`src/hdl/fmf_ram.sv`:
```
module fmf_ram #(
    parameter int WIDTH  = 32,
    parameter int DEPTH  = 32,
    parameter int ADDR_W = $clog2(DEPTH)
) (
    input  logic              i_clk,
    input  logic              i_wr_en,
    input  logic [ADDR_W-1:0] i_wr_addr,
    input  logic [WIDTH-1:0]  i_wr_data,
    input  logic [ADDR_W-1:0] i_rd_addr,
    output logic [WIDTH-1:0]  o_rd_data
);

    logic [WIDTH-1:0] r_mem [DEPTH];
    logic [WIDTH-1:0] r_rd_data;

    always_ff @(posedge i_clk) begin
        if (i_wr_en) begin
            r_mem[i_wr_addr] <= i_wr_data;
        end
        r_rd_data <= r_mem[i_rd_addr];
    end

    assign o_rd_data = r_rd_data;

endmodule
```
`config.mk`:
```
export PLATFORM = sky130hd
export DESIGN_NAME = fmf_ram
export DESIGN_NICKNAME = d
export VERILOG_FILES = /design/src/hdl/fmf_ram.sv
export SDC_FILE = /design/constraint.sdc
export NUM_CORES = 1
export LEC_CHECK = 0
export BUFFER_PORTS_ARGS = -buffer_cell sky130_fd_sc_hd__buf_2
export CORE_MARGIN = 1
export CORE_UTILIZATION = 60
export DETAILED_ROUTE_END_ITERATION = 12
export GPL_ROUTABILITY_DRIVEN = 0
export PLACE_DENSITY = 0.78
export SETUP_SLACK_MARGIN = 0.3
export SYNTH_ARGS = -nofsm -noshare
export SYNTH_HDL_FRONTEND = slang
export SYNTH_SLANG_ARGS = --single-unit
```
`constraint.sdc`:
```
create_clock -name i_clk -period 4.45 [get_ports i_clk]
set_clock_uncertainty 0.15 [all_clocks]
set_input_delay 0 -clock i_clk [delete_from_list [all_inputs] [get_ports i_clk]]
set_output_delay 0 -clock i_clk [all_outputs]
set_load 0.03 [all_outputs]
```
==> results.cfg <==
[run_status]
status = complete, no violations

[cells_and_area]
instances_no_fill = 3312
antennaDiodeCount = 0
n_fill_cell = 4036
syn_to_final_growth_pct = 12.1
design_area_mm2 = 0.0454
fin_nets = 2409
drive_gt1_frac = 0.118
multi_input_area_mm2 = 0.00861
seqCellArea_mm2 = 0.0314

[synth]
yosys.area.top_type = edfxtp_1
syn_nets = 2304
ys_async_sr_fraction = 0
ys_seq_elements = 1056
synth.top_cells.by_area = edfxtp_1 76%, mux2i_1 13%, a22oi_1 1.8%, dfxtp_1 1.6%, a22o_1 1.4%
yosys.area_share.simple = 0.0310
synthAdderAreaFrac = 0
synth_top_family_by_area = multiplexers
muxShareOfSynthArea = 0.127
synth_common_cells = 1,024 x edfxtp_1, 512 x mux2i_1, 98 x nand2_1, 98 x nand3_1
synth_ff_type = edfxtp_1
synth_edf_count = 1024
synth_compound_gate_area_share = 0.0485
netlist_area_mm2 = 0.0405
synth-xor-area-share = 0
yosysUniqueCellTypes = 25
netlist.area_leader.share = 0.760
synthMostInstantiatedCell = edfxtp_1
synth.avg_cell_area_um2 = 17.9
netlist_instances = 2260
yosysSeqAreaShare = 0.775
yosys_warnings = 0

[timing]
post-route-period-util = 0.588
rsz0062_at_grt = false
finalSetupViolations = 0
whs_ns = 0.0834
drv_slew = 0
fmax_mhz = 382
finalCriticalPeriod_ns = 2.62
setup_tns_ns = 0
worstMarginPinSlew_ns = 1.35
fin_ws_ns = 1.83
hold_viol_final = 0
slew_headroom = 0.0981

[setup_path]
worst_path_max_delay_cell = dlygate4sd3_1
cp_cell_sequence = dlygate4sd3_1, buf_2, nor2_4, dlygate4sd3_1, nand2_1, a31oi_1, nand3_1
critPathCaptureType = flop
critPathKind = in2reg
crit_fanout = 28
start_kind = input port
cp_common_cell = dlygate4sd3_1
critPathArrivalTime_ns = 2.97
critPathBufInv = 3
cp.required_ns = 4.81
max_stage_delay_ns = 0.87
crit_family = buffers and inverters

[drt]
wirelength_um = 94300
route.vias.total = 21519
dr.pass1.iters = 6
ant_nets = 0
avgViaCountPerCell = 6.50
routedWlPerCell_um = 28.5
drc = 0
drtIter0Drc = 2733

[placement]
dpl_cell_area_mm2 = 0.0418
dp.cells = 3092
portBuffers = 75
post-place-ws_ns = 1.68
dp_hpwl_um = 52900

[worst_hold_path]
hold_class = in2reg

[power]
leakage_nw = 15.8
seq_power_share = 0.536
vdd_ir_drop_max_mv = 0.272
p_clk_frac = 0.408
intPower_mw = 16.3
power.density_mw_per_mm2 = 457
switchingPower_mw = 4.47
power_frac_comb = 0.056
switching_share = 0.215

[cts]
cts_tree = yes
clockRootBuffer = clkbuf_16
cts_max_path_buffers = 3
cts.repair.resized = 0
cts_buffers = 100
insertion_delay_ns = 0.67
htreeDepth = 3
clock_sinks = 1056
clk_pin_slew_ns = 0.06

[floorplan]
row_count = 94
start_util = 0.611
coreArea_mm2 = 0.0662
fp.dieW_um = 262
fp.dieArea_mm2 = 0.0685
io_pins = 76
die_y_um = 262

[global_route]
track_usage = 0.278
antenna_found_initial = 0
grt_max_degree = 87
gr-total-overflow = 0
grt_pass1_vias = 21298
grt_first_pass_wirelength_um = 138000

[job]
maxCapViolations = 0
through the flow:
stage / util / total power, mW
6_report: 0.685 / 20.7
5_1_grt: 0.685 / 21.2
3_3_place_gp: 0.631 / 12.4
3_5_place_dp: 0.631 / 12.5
2_1_floorplan: - / 12.0
4_1_cts: 0.685 / 20.8
layout by cell type (no fill, tap or decap), types with 33 or more instances in the layout:
cell type / count
edfxtp_1: 1024
mux2i_1: 512
clkbuf_16: 101
nand3_1: 98
nand2_1: 97
a22oi_1: 96
a21oi_1: 96
buf_2: 74
a22o_1: 64
dlygate4sd3_1: 35
nor2_4: 33
worst min-delay path: cells and delay by family:
kind	cells	cell delay, ns
AO/OA/AOI/OAI	1	0.19
buffers and inverters	1	0.28
multiplexers	1	0.19
AND/OR/NAND/NOR	2	0.16
final cells by class:
type | count | area share
clock buffers | 125 | 0.0595
multi-input cells | 1077 | 0.190
repair buffers | 130 | 0.0226
flip-flops and latches | 1056 | 0.692
well taps | 864 | 0.0238
clock inverters | 60 | 0.0125
state kept, by name, indices dropped and copies added (netlist names):
signal and cells:
o_rd_data 32, r_mem 1024
kinds of logic (layout without fill, tap and decap cells):
logic type             after synthesis  in the layout
AO/OA/AOI/OAI                      288            288
AND/OR/NAND/NOR                    277            277
buffers and inverters              127            315
multiplexers                       512            512
flip-flops                        1056           1056
worst paths after layout:
kind / startpoint / slack [ns] / endpoint / depth (start not counted)
setup / recovery: i_rd_addr[1] / 1.83 / o_rd_data[7] / 7
hold / removal: i_rd_addr[0] / 0.08 / o_rd_data[5] / 5
setup reg to reg: r_mem[1][14] / 2.47 / o_rd_data[14] / 5
hold reg to reg: r_mem[26][20] / 0.46 / o_rd_data[20] / 4
layer usage:
metal	track usage	vias up	routed length [um]
li1	-	9165	-
met1	0.387	10982	36700
met2	0.446	1199	45500
met3	0.0493	173	9230
met4	0.0979	0	2830
met5	0	-	0
power groups by stage:
| stage | clock [mW] | sequential, mW | combinational, mW |
|---|---|---|---|
| detailed placement | 0 | 11.3 | 1.11 |
| CTS | 8.51 | 11.1 | 1.15 |
| global placement | 0 | 11.3 | 1.09 |
| floorplan | 0 | 11.4 | 0.571 |
| finish | 8.46 | 11.1 | 1.15 |
| global route | 8.89 | 11.1 | 1.21 |
repair_timing:
action | 4_1_cts | 5_1_grt
hold endpoints to repair | 1032 | 0
hold buffers | 35 | 0
setup buffers | 0 | 0
(Power assumes the default switching activity.)
